<file path="src/swm_pkg.sv">
// ----------------------------------------------------------------------------
// swm_pkg: shared types and constants of the sliding window median filter
// Sizes of the sorted cell row, sample type and neighbor beat between cells.
// ----------------------------------------------------------------------------
package swm_pkg;

	localparam int WINDOW_MAX  = 32;
	localparam int SAMPLE_BITS = 16;

	localparam int IDX_W     = (WINDOW_MAX > 1) ? $clog2(WINDOW_MAX) : 1;
	localparam int AGE_W     = IDX_W;
	localparam int CNT_W     = $clog2(WINDOW_MAX + 1);
	localparam int LEN_REG_W = 6;
	localparam int PADDR_W   = 3;
	localparam int PDATA_W   = 32;

	localparam logic REG_WINDOW_LEN = 1'b0;

	typedef logic signed [SAMPLE_BITS-1:0] sample_t;
	typedef logic [AGE_W-1:0]              age_t;

	typedef struct packed {
		sample_t val;
		age_t    age;
		logic    gt;
	} nb_t;

endpackage

</file>
<file path="src/swm_cell.sv">
// ----------------------------------------------------------------------------
// swm_cell: one slot of the sorted window row
// Holds one sample with its age; on each beat removes the oldest entry and
// inserts the new sample by taking from itself, a neighbor or the input.
// ----------------------------------------------------------------------------
module swm_cell import swm_pkg::*; (
	input  logic    clk,
	input  logic    advance,
	input  sample_t x,
	input  logic    full,
	input  logic    valid,
	input  age_t    len_m1,
	input  nb_t     left,
	input  nb_t     right,
	input  logic    del_in,
	output nb_t     nb_o,
	output logic    del_out
);

	sample_t val_q;
	age_t    age_q;
	sample_t val_d;
	age_t    age_d;
	logic    gt;
	logic    del_self;
	logic    prev_gt;

	assign gt       = !valid || (val_q > x);
	assign del_self = full && valid && (age_q == len_m1);
	assign del_out  = del_in || del_self;
	assign nb_o     = '{val: val_q, age: age_q, gt: gt};
	assign prev_gt  = del_in ? gt : left.gt;

	always_comb begin
		val_d = val_q;
		age_d = age_q + age_t'(1);
		if (!del_out) begin
			if (!gt) begin
				val_d = val_q;
				age_d = age_q + age_t'(1);
			end else if (!left.gt) begin
				val_d = x;
				age_d = '0;
			end else begin
				val_d = left.val;
				age_d = left.age + age_t'(1);
			end
		end else begin
			if (!right.gt) begin
				val_d = right.val;
				age_d = right.age + age_t'(1);
			end else if (!prev_gt) begin
				val_d = x;
				age_d = '0;
			end else if (del_in) begin
				val_d = val_q;
				age_d = age_q + age_t'(1);
			end else begin
				val_d = left.val;
				age_d = left.age + age_t'(1);
			end
		end
	end

	always_ff @(posedge clk) begin
		if (advance) begin
			val_q <= val_d;
			age_q <= age_d;
		end
	end

endmodule

</file>
<file path="src/swm_out_stage.sv">
// ----------------------------------------------------------------------------
// swm_out_stage: median pick and output register
// Selects the middle slot of the sorted row and holds it until taken.
// ----------------------------------------------------------------------------
module swm_out_stage import swm_pkg::*; (
	input  logic       clk,
	input  logic       arst_n,
	input  logic       pend,
	input  logic [IDX_W-1:0] idx,
	input  sample_t    vals [WINDOW_MAX],
	output logic       take,
	output logic       out_valid,
	input  logic       out_ready,
	output sample_t    median
);

	logic    out_valid_q;
	sample_t median_q;

	assign take      = pend && (!out_valid_q || out_ready);
	assign out_valid = out_valid_q;
	assign median    = median_q;

	always_ff @(posedge clk or negedge arst_n) begin
		if (!arst_n) begin
			out_valid_q <= 1'b0;
		end else if (take) begin
			out_valid_q <= 1'b1;
		end else if (out_ready) begin
			out_valid_q <= 1'b0;
		end
	end

	always_ff @(posedge clk) begin
		if (take) begin
			median_q <= vals[idx];
		end
	end

endmodule

</file>
<file path="src/sliding_window_median_core.sv">
// ----------------------------------------------------------------------------
// sliding_window_median_core: sliding window lower median filter
// Sorted row of cells with per-entry ages, window length register on APB.
// ----------------------------------------------------------------------------
// Takes one sample per clock while out_ready holds and gives the lower
// median of the last window_len samples (0 acts as 1, above 32 acts as
// 32) once the window is full; no beat comes out while it fills. The row
// of cells keeps the window sorted: each accepted sample drops the oldest
// entry and is inserted as the cells register, and the median is then
// registered in the output stage once it is free or out_ready is high.
// end_of_stream empties the window after its sample; any write of
// window_len (address 0) empties it as well.
module sliding_window_median_core import swm_pkg::*; (
	input  logic                 clk,
	input  logic                 arst_n,
	input  logic                 psel,
	input  logic                 penable,
	input  logic                 pwrite,
	input  logic [PADDR_W-1:0]   paddr,
	input  logic [PDATA_W-1:0]   pwdata,
	output logic [PDATA_W-1:0]   prdata,
	output logic                 pready,
	input  logic                 in_valid,
	output logic                 in_ready,
	input  sample_t              sample,
	input  logic                 end_of_stream,
	output logic                 out_valid,
	input  logic                 out_ready,
	output sample_t              median
);

	logic [LEN_REG_W-1:0] window_len_q;
	logic [CNT_W-1:0]     fill_q;
	logic                 pend_s1;
	logic [CNT_W-1:0]     eff_len;
	logic [CNT_W-1:0]     fill_inc;
	age_t                 len_m1;
	logic [IDX_W-1:0]     med_idx;
	logic                 full;
	logic                 accept;
	logic                 produce;
	logic                 cfg_wr;
	logic                 take;

	nb_t                  nb_c  [WINDOW_MAX+2];
	logic                 del_c [WINDOW_MAX+1];
	sample_t              vals  [WINDOW_MAX];

	assign pready = 1'b1;
	assign cfg_wr = psel && penable && pwrite && (paddr[PADDR_W-1] == REG_WINDOW_LEN);

	always_comb begin
		prdata = '0;
		if (paddr[PADDR_W-1] == REG_WINDOW_LEN) begin
			prdata = PDATA_W'(window_len_q);
		end
	end

	always_comb begin
		if (window_len_q == '0) begin
			eff_len = CNT_W'(1);
		end else if (32'(window_len_q) > 32'(WINDOW_MAX)) begin
			eff_len = CNT_W'(WINDOW_MAX);
		end else begin
			eff_len = CNT_W'(window_len_q);
		end
	end

	assign len_m1   = AGE_W'(eff_len - CNT_W'(1));
	assign med_idx  = IDX_W'((eff_len - CNT_W'(1)) >> 1);
	assign full     = (fill_q == eff_len);
	assign fill_inc = fill_q + CNT_W'(1);
	assign produce  = full || (fill_inc == eff_len);
	assign in_ready = !pend_s1 || take;
	assign accept   = in_valid && in_ready;

	always_ff @(posedge clk or negedge arst_n) begin
		if (!arst_n) begin
			window_len_q <= LEN_REG_W'(3);
			fill_q       <= '0;
			pend_s1      <= 1'b0;
		end else begin
			if (cfg_wr) begin
				window_len_q <= pwdata[LEN_REG_W-1:0];
				fill_q       <= '0;
			end else if (accept) begin
				if (end_of_stream) begin
					fill_q <= '0;
				end else if (!full) begin
					fill_q <= fill_inc;
				end
			end
			if (accept) begin
				pend_s1 <= produce;
			end else if (take) begin
				pend_s1 <= 1'b0;
			end
		end
	end

	assign nb_c[0]            = '{val: '0, age: '0, gt: 1'b0};
	assign nb_c[WINDOW_MAX+1] = '{val: '0, age: '0, gt: 1'b1};
	assign del_c[0]           = 1'b0;

	for (genvar i = 0; i < WINDOW_MAX; i++) begin : g_cell
		logic valid;
		assign valid   = (CNT_W'(i) < fill_q);
		assign vals[i] = nb_c[i+1].val;

		swm_cell u_cell (
			.clk     (clk),
			.advance (accept),
			.x       (sample),
			.full    (full),
			.valid   (valid),
			.len_m1  (len_m1),
			.left    (nb_c[i]),
			.right   (nb_c[i+2]),
			.del_in  (del_c[i]),
			.nb_o    (nb_c[i+1]),
			.del_out (del_c[i+1])
		);
	end

	swm_out_stage u_out (
		.clk       (clk),
		.arst_n    (arst_n),
		.pend      (pend_s1),
		.idx       (med_idx),
		.vals      (vals),
		.take      (take),
		.out_valid (out_valid),
		.out_ready (out_ready),
		.median    (median)
	);

endmodule

</file>
<file path="config.mk">
export PLATFORM = sky130hd
export DESIGN_NAME = sliding_window_median_core
export DESIGN_NICKNAME = d
export VERILOG_FILES = /design/src/swm_pkg.sv /design/src/swm_cell.sv /design/src/swm_out_stage.sv /design/src/sliding_window_median_core.sv
export SDC_FILE = /design/constraint.sdc
export NUM_CORES = 2
export LEC_CHECK = 0
export ABC_AREA = 1
export BUFFER_PORTS_ARGS = -buffer_cell sky130_fd_sc_hd__buf_2
export CAP_MARGIN = 20
export CELL_PAD_IN_SITES_DETAIL_PLACEMENT = 1
export CELL_PAD_IN_SITES_GLOBAL_PLACEMENT = 2
export CORE_ASPECT_RATIO = 1.75
export CORE_MARGIN = 3
export CORE_UTILIZATION = 35
export CTS_CLUSTER_DIAMETER = 40
export DETAILED_ROUTE_END_ITERATION = 10
export MAX_ROUTING_LAYER = met4
export PLACE_DENSITY = 0.78
export SLEW_MARGIN = 15
export SYNTH_ARGS = -nofsm -noshare
export SYNTH_HDL_FRONTEND = slang
export SYNTH_SLANG_ARGS = --single-unit
</file>
<file path="constraint.sdc">
create_clock -name clk -period 7 [get_ports clk]
set_input_delay 1.4 -clock clk [delete_from_list [all_inputs] [get_ports clk]]
set_output_delay 1.4 -clock clk [all_outputs]
set_load 0.02 [all_outputs]
</file>
== Word level (Yosys, flattened, before mapping) ==
Cells that the tools add are included.

* Flip-flop bits (word level): 702
* Bits of input ports: 59

* Add/subtract/negate cells: 34
* Magnitude comparators: 66
* Eq/ne operators: 66
* Muxes and demuxes: 421
* Bitwise operators: 2
* Reductions and logical operators: 238

{| class="wikitable"
|+ Operators by type and width
! cell !! number
|-
| 2-to-1 mux 16 bit || 190
|-
| 2-to-1 mux 5 bit || 188
|-
| greater-than comparator 16 bit || 32
|-
| adder 5 x 1 -> 5 bit, second input constant || 32
|-
| equality test 5 bit || 32
|-
| inequality test 4 bit, second input constant || 30
|-
| < comparator 5 x 6 -> 1 bit, first input constant || 16
|-
| AND reduction 3 bit || 31
|-
| binary-select mux 16 bit (select 5 bit) || 1
|-
| nonzero test 2 bit || 35
|-
| logical AND 1 bit || 69
|-
| logical OR 1 bit || 66
|-
| < comparator 4 x 6 -> 1 bit, first input constant || 8
|-
| 2-to-1 mux 6 bit || 7
|-
| 2-to-1 mux 1 bit || 35
|-
| logical NOT 1 bit || 34
|-
| < comparator 3 x 6 -> 1 bit, first input constant || 4
|-
| equality test 6 bit || 2
|-
| < comparator 1 x 6 -> 1 bit, first input constant || 2
|-
| < comparator 2 x 6 -> 1 bit, first input constant || 2
|-
| adder 6 x 1 -> 6 bit, second input constant || 1
|-
| greater-or-equal comparator 6 bit, second input constant || 1
|-
| greater-than comparator 6 bit, second input constant || 1
|-
| logical NOT 6 bit || 1
|-
| 6 further kinds || 7
|}

== Depth between registers and ports, before layout ==
* Word-level depth: 39
* Depth in mapped cells: 39
* Depth with buffers taken out: 33

== Cells and area by module ==
A second synthesis with hierarchy kept.

* Cell total of the unflattened synthesis: 12269
* Area, all modules: 81557.0 µm²

{| class="wikitable"
|+ By module, submodules not included
! module !! times used !! cells an instance !! area each (µm²) !! sequential area each (µm²)
|-
| swm_cell || 32 || 337 || 2316.0 || 630.6
|-
| swm_out_stage || 1 || 1239 || 5916.9 || 505.5
|-
| sliding_window_median_core || 1 || 246 || 1529.0 || 327.8
|}

== Worst setup path after synthesis ==
OpenSTA, ideal clock, no wires.

* Kind: in2reg
* Start: in out_ready
* End: reg g_cell[29].u_cell.val_q[0], enable pin
* Library setup time: 394 ps
* Data arrival time: 6467 ps
* Data required time: 6606 ps
* Setup slack: 138 ps
* Stages on the path: 6
* Buffers on the path: 0
* Cells stage by stage: inv_1 -> nand3_1 -> nand2_1 -> inv_1 -> o21ai_0 -> a21oi_1

* Cells in the longest elaborated chain, start to end: 5

{| class="wikitable"
|+ Ends and longest elaborated chain
! what !! line !! source
|-
| start: declaration || sliding_window_median_core.sv:28 || <nowiki>input logic out_ready,</nowiki>
|-
| logical OR 1 bit || swm_out_stage.sv:20 || <nowiki>assign take = pend && (!out_valid_q || out_ready);</nowiki>
|-
| logical AND 1 bit || swm_out_stage.sv:20 ||
|-
| logical OR 1 bit || sliding_window_median_core.sv:74 || <nowiki>assign in_ready = !pend_s1 || take;</nowiki>
|-
| net in_ready || sliding_window_median_core.sv:24 || <nowiki>output logic in_ready,</nowiki>
|-
| logical AND 1 bit || sliding_window_median_core.sv:75 || <nowiki>assign accept = in_valid && in_ready;</nowiki>
|-
| net accept || sliding_window_median_core.sv:40 || <nowiki>logic accept;</nowiki>
|-
| AND reduction 3 bit (no source line) || n/a ||
|-
| end signal: assignment || swm_cell.sv:67 || <nowiki>val_q <= val_d;</nowiki>
|-
| end: declaration || swm_cell.sv:20 || <nowiki>sample_t val_q;</nowiki>
|}

The timed path passes the listed nets, and every way through them passes these cells.
A chain may end at the register's enable or synchronous reset.

== Final worst setup path ==
* Start: reg window_len_q[5]
* End: reg g_cell[30].u_cell.val_q[14], enable pin

* Cells in the longest elaborated chain, start to end: 38
* Elaborated cells between the ends (all ways): 133
* Classes of those cells: 1 x add/sub; 1 x order compare; 33 x eq/ne; 3 x mux; 95 x reduce/logical

{| class="wikitable"
|+ Ends and longest elaborated chain
! what !! line !! source
|-
| start: declaration || sliding_window_median_core.sv:32 || <nowiki>logic [LEN_REG_W-1:0] window_len_q;</nowiki>
|-
| start signal: assignment || sliding_window_median_core.sv:84 || <nowiki>window_len_q <= pwdata[LEN_REG_W-1:0];</nowiki>
|-
| greater-than comparator 6 bit || sliding_window_median_core.sv:62 || <nowiki>end else if (32'(window_len_q) > 32'(WINDOW_MAX)) begin</nowiki>
|-
| 2-to-1 mux 6 bit || sliding_window_median_core.sv:62 ||
|-
| 2-to-1 mux 6 bit * || sliding_window_median_core.sv:60 || <nowiki>if (window_len_q == '0) begin</nowiki>
|-
| subtractor 6 x 1 -> 6 bit or equality test 6 bit (tied branches) || n/a ||
|-
| equality test 5 bit or logical AND 1 bit (tied branches) || swm_cell.sv:29 || <nowiki>assign del_self = full && valid && (age_q == len_m1);</nowiki>
|-
| logical AND 1 bit || swm_cell.sv:29 ||
|-
| logical OR 1 bit (29 in series) || swm_cell.sv:30 || <nowiki>assign del_out = del_in || del_self;</nowiki>
|-
| 2-to-1 mux 1 bit or logical OR 1 bit (tied branches) || swm_cell.sv:32, swm_cell.sv:30 ||
|-
| inequality test 4 bit (no source line) or nonzero test 2 bit (tied branches) || n/a ||
|-
| AND reduction 3 bit (no source line) * || n/a ||
|-
| end signal: assignment || swm_cell.sv:67 ||
|-
| end: declaration || swm_cell.sv:20 ||
|}

Mark *: on every way between the ends. The rest lies on a longest branch, timed or not.

==> results_dict.tcl <==
set metrics [dict create \
    arrival_ps 6910 \
    worst_slew_pin_slew_ps 1230 \
    syn_avg_cell_area_um2 7.44 \
    clock.fmax_mhz 155 \
    synthesis.area_um2 64400 \
    root_buffer "clkbuf_16" \
    synth-seq-cells 702 \
    cts_inserted_buffers 146 \
    insertion_delay_ps 800 \
    dieArea_um2 189000 \
    syn2layout_area_growth_pct 13.6 \
    worst_path_max_delay_cell "dfrtp_1" \
    drcViolationCount 0 \
    cp_top_family "simple AND/OR/NAND/NOR gates" \
    grt.total_usage_pct 33.0 \
    wl_per_cell_um 27.9 \
    cp_max_fo 18 \
    skew_ps 46.1 \
    hold_violations 0 \
    critPathLaunch "window_len_q[5]" \
    yosysWarnings 0 \
    p_leak_uw 0.0304 \
    worstPathRequired_ps 7450 \
    vias_per_cell 6.08 \
    clock_sinks 702 \
    core_area_um2 182000 \
    antenna_found_initial 9 \
    r2r-start "window_len_q[5]" \
    drt-total-wl_mm 311 \
    final_nets 9244 \
    critPathBufInv 5 \
    synth_edf_count 688 \
    worstHoldStart "pend_s1" \
    final_max_slew_viol_count 0 \
    dpl_cell_area_um2 68400 \
    cts_tree "built" \
    endpoint_kind "flip-flop" \
    r2r_setup_slack_ps 540 \
    hp-class "reg2reg" \
    firstDrtPassIters 5 \
    powerDensity_nw_per_um2 289 \
    synth.distinct_cells 59 \
    relSlewSlack_pct 17.4 \
    postRouteAntennaNets 0 \
    die_w_um 330 \
    tns_ps 0 \
    via_count 67800 \
    setup_viol 0 \
    netlist_instances 8659 \
    max_cap_viol_count 0 \
    whs_ps 506 \
    clock_path_buffers 4 \
    row_count 207 \
    htreeDepth 4 \
    grt_pass1_vias 71300 \
    period_minus_slack_ps 6460 \
    synth_top_family_by_area "compound AO/OA/AOI/OAI gates" \
    rsz0062_at_grt "true" \
    cts.reportedPaths.clkPinSlew_ps 50 \
    hpwlAfterDp_mm 238 \
    ios 110 \
    grt_overflow_total 0 \
    synth-xor-area-share_pct 2.88 \
    io_buffers 54 \
    synth-async-reset-ratio_pct 1.99 \
    final_util_pct 40.1 \
    grt_pass1_wl_mm 458 \
    synth-simple-area-share_pct 20.9 \
    path_class "reg2reg" \
    drive_gt1_share_pct 8.22 \
    timing.final.crit_share_pct 92.3 \
    synthFlopType "edfxtp_1" \
    synth_mux_area_share_pct 0.0622 \
    fin_cells 11200 \
    post-cts-setup-buffers 0 \
    grt_max_degree 131 \
    max_stage_delay_ps 510 \
    ys_seq_area_share_pct 32.6 \
    die_y_um 573 \
    ir_drop_uv 219 \
    final_area_um2 73100 \
    place.gp.congestion 0.983 \
    cp-start-kind "flip-flop" \
    drt_iter0_drc 4295 \
    dp_cells 10900 \
    synth_compound_area_share_pct 25.2 \
    synthAdderAreaFrac_pct 10.6 \
    start_util_pct 35.3 \
    status "finished, final reports clean" \
]
==> through the flow <==
| stage | setup WS (ps) | total power [uW] |
|---|---|---|
| 3_5_place_dp | 142 | 14000 |
| 2_1_floorplan | 138 | 10900 |
| 5_1_grt | -34.5 | 22200 |
| 6_report | 538 | 21100 |
| 3_3_place_gp | 225 | 13700 |
| 4_1_cts | 132 | 21100 |
==> final timing paths <==
| path | to | cells past startpoint |
|---|---|---|
| min in group asynchronous | fill_q[2] | 1 |
| worst min register to register | u_out.out_valid | 2 |
| max in group asynchronous | window_len_q[1] | 1 |
| worst max-delay path | g_cell[30].u_cell.val_q[14] | 31 |
| worst min-delay path | u_out.out_valid | 2 |
| worst max register to register | g_cell[30].u_cell.val_q[14] | 31 |
==> cell families after synthesis <==
| logic type | after synthesis |
|---|---|
| and+or+nand+nor | 3231 |
| AOI/OAI and AO/OA | 2690 |
| buffers and inverters | 1271 |
| DFF | 702 |
| adders and majority gates | 547 |
| xor gates and xnor gates | 212 |
| muxes | 4 |
| other | 2 |
==> worst min-delay path, stage by stage (launching register included) <==
cell and delay, ps:
dfrtp_1 340, inv_1 70, nand2_1 60
==> sequential cells by signal, summed over array words and instances (netlist names) <==
signal               cells
pend_s1                  1
fill_q                   6
u_out.median            16
g_cell.u_cell.age_q    160
u_out.out_valid          1
g_cell.u_cell.val_q    512
window_len_q             6
==> final cells by class <==
type                            count  area (um^2)
Sequential cell                   702        21000
Multi-Input combinational cell   6711        38800
Antenna cell                        8         20.0
Fill cell                       22500       109000
Clock inverter                     83          856
Clock buffer                      169         3820
Tap cell                         2403         3010
Timing Repair Buffer              392         3050
Inverter                          685         2610
==> synthesized netlist by cell type, types with 46 or more instances <==
| library cell | number | area share (%) |
|---|---|---|
| xnor2_1 | 58 | 0.79 |
| a31oi_1 | 127 | 1.2 |
| o221ai_1 | 156 | 2.1 |
| a211oi_1 | 46 | 0.54 |
| buf_1 | 46 | 0.27 |
| xor2_1 | 154 | 2.1 |
| ha_1 | 547 | 11 |
| nand3_1 | 568 | 4.4 |
| nand4_1 | 77 | 0.75 |
| clkbuf_1 | 485 | 2.8 |
| o211ai_1 | 463 | 5.4 |
| inv_1 | 637 | 3.7 |
| nand2_1 | 1964 | 11 |
| nor3_1 | 62 | 0.48 |
| a21oi_1 | 545 | 4.2 |
| nor2_1 | 484 | 2.8 |
| o21ai_0 | 1090 | 8.5 |
| edfxtp_1 | 688 | 32 |
==> cells in the final DEF, fill, tap and decap left out, types with 29 or more instances in the layout <==
| cell type | synthesis | final |
|---|---|---|
| nand2_1 | 1964 | 1960 |
| o21ai_0 | 1090 | 1087 |
| edfxtp_1 | 688 | 688 |
| inv_1 | 637 | 633 |
| nand3_1 | 568 | 568 |
| ha_1 | 547 | 546 |
| a21oi_1 | 545 | 544 |
| nor2_1 | 484 | 482 |
| o211ai_1 | 463 | 463 |
| buf_4 | 32 | 317 |
| o221ai_1 | 156 | 156 |
| xor2_1 | 154 | 154 |
| clkbuf_16 | 0 | 150 |
| a31oi_1 | 127 | 127 |
| nand4_1 | 77 | 77 |
| nor3_1 | 62 | 62 |
| xnor2_1 | 58 | 58 |
| buf_2 | 21 | 54 |
| clkinv_1 | 34 | 43 |
| o22ai_1 | 43 | 43 |
| a211oi_1 | 46 | 32 |
| a2111oi_0 | 30 | 30 |
| o31ai_1 | 29 | 29 |
==> repair_timing <==
action,CTS,global route
hold buffers,0,0
gates resized for setup,0,4
endpoints found under the setup margin,0,133
==> power breakdown <==
group | internal (uW) | switching (uW)
combinational | 2410 | 5080
sequential | 5630 | 968
clock | 4420 | 2620
==> routing by layer <==
layer | up-vias | track usage [%] | part of all wire [%]
li1 | 31000 | - | -
met1 | 33700 | 31.5 | 35
met2 | 2106 | 58.7 | 52
met3 | 1031 | 3.90 | 3.9
met4 | 0 | 27.5 | 10
met5 | - | - | 0
(Power assumes the default switching activity.)
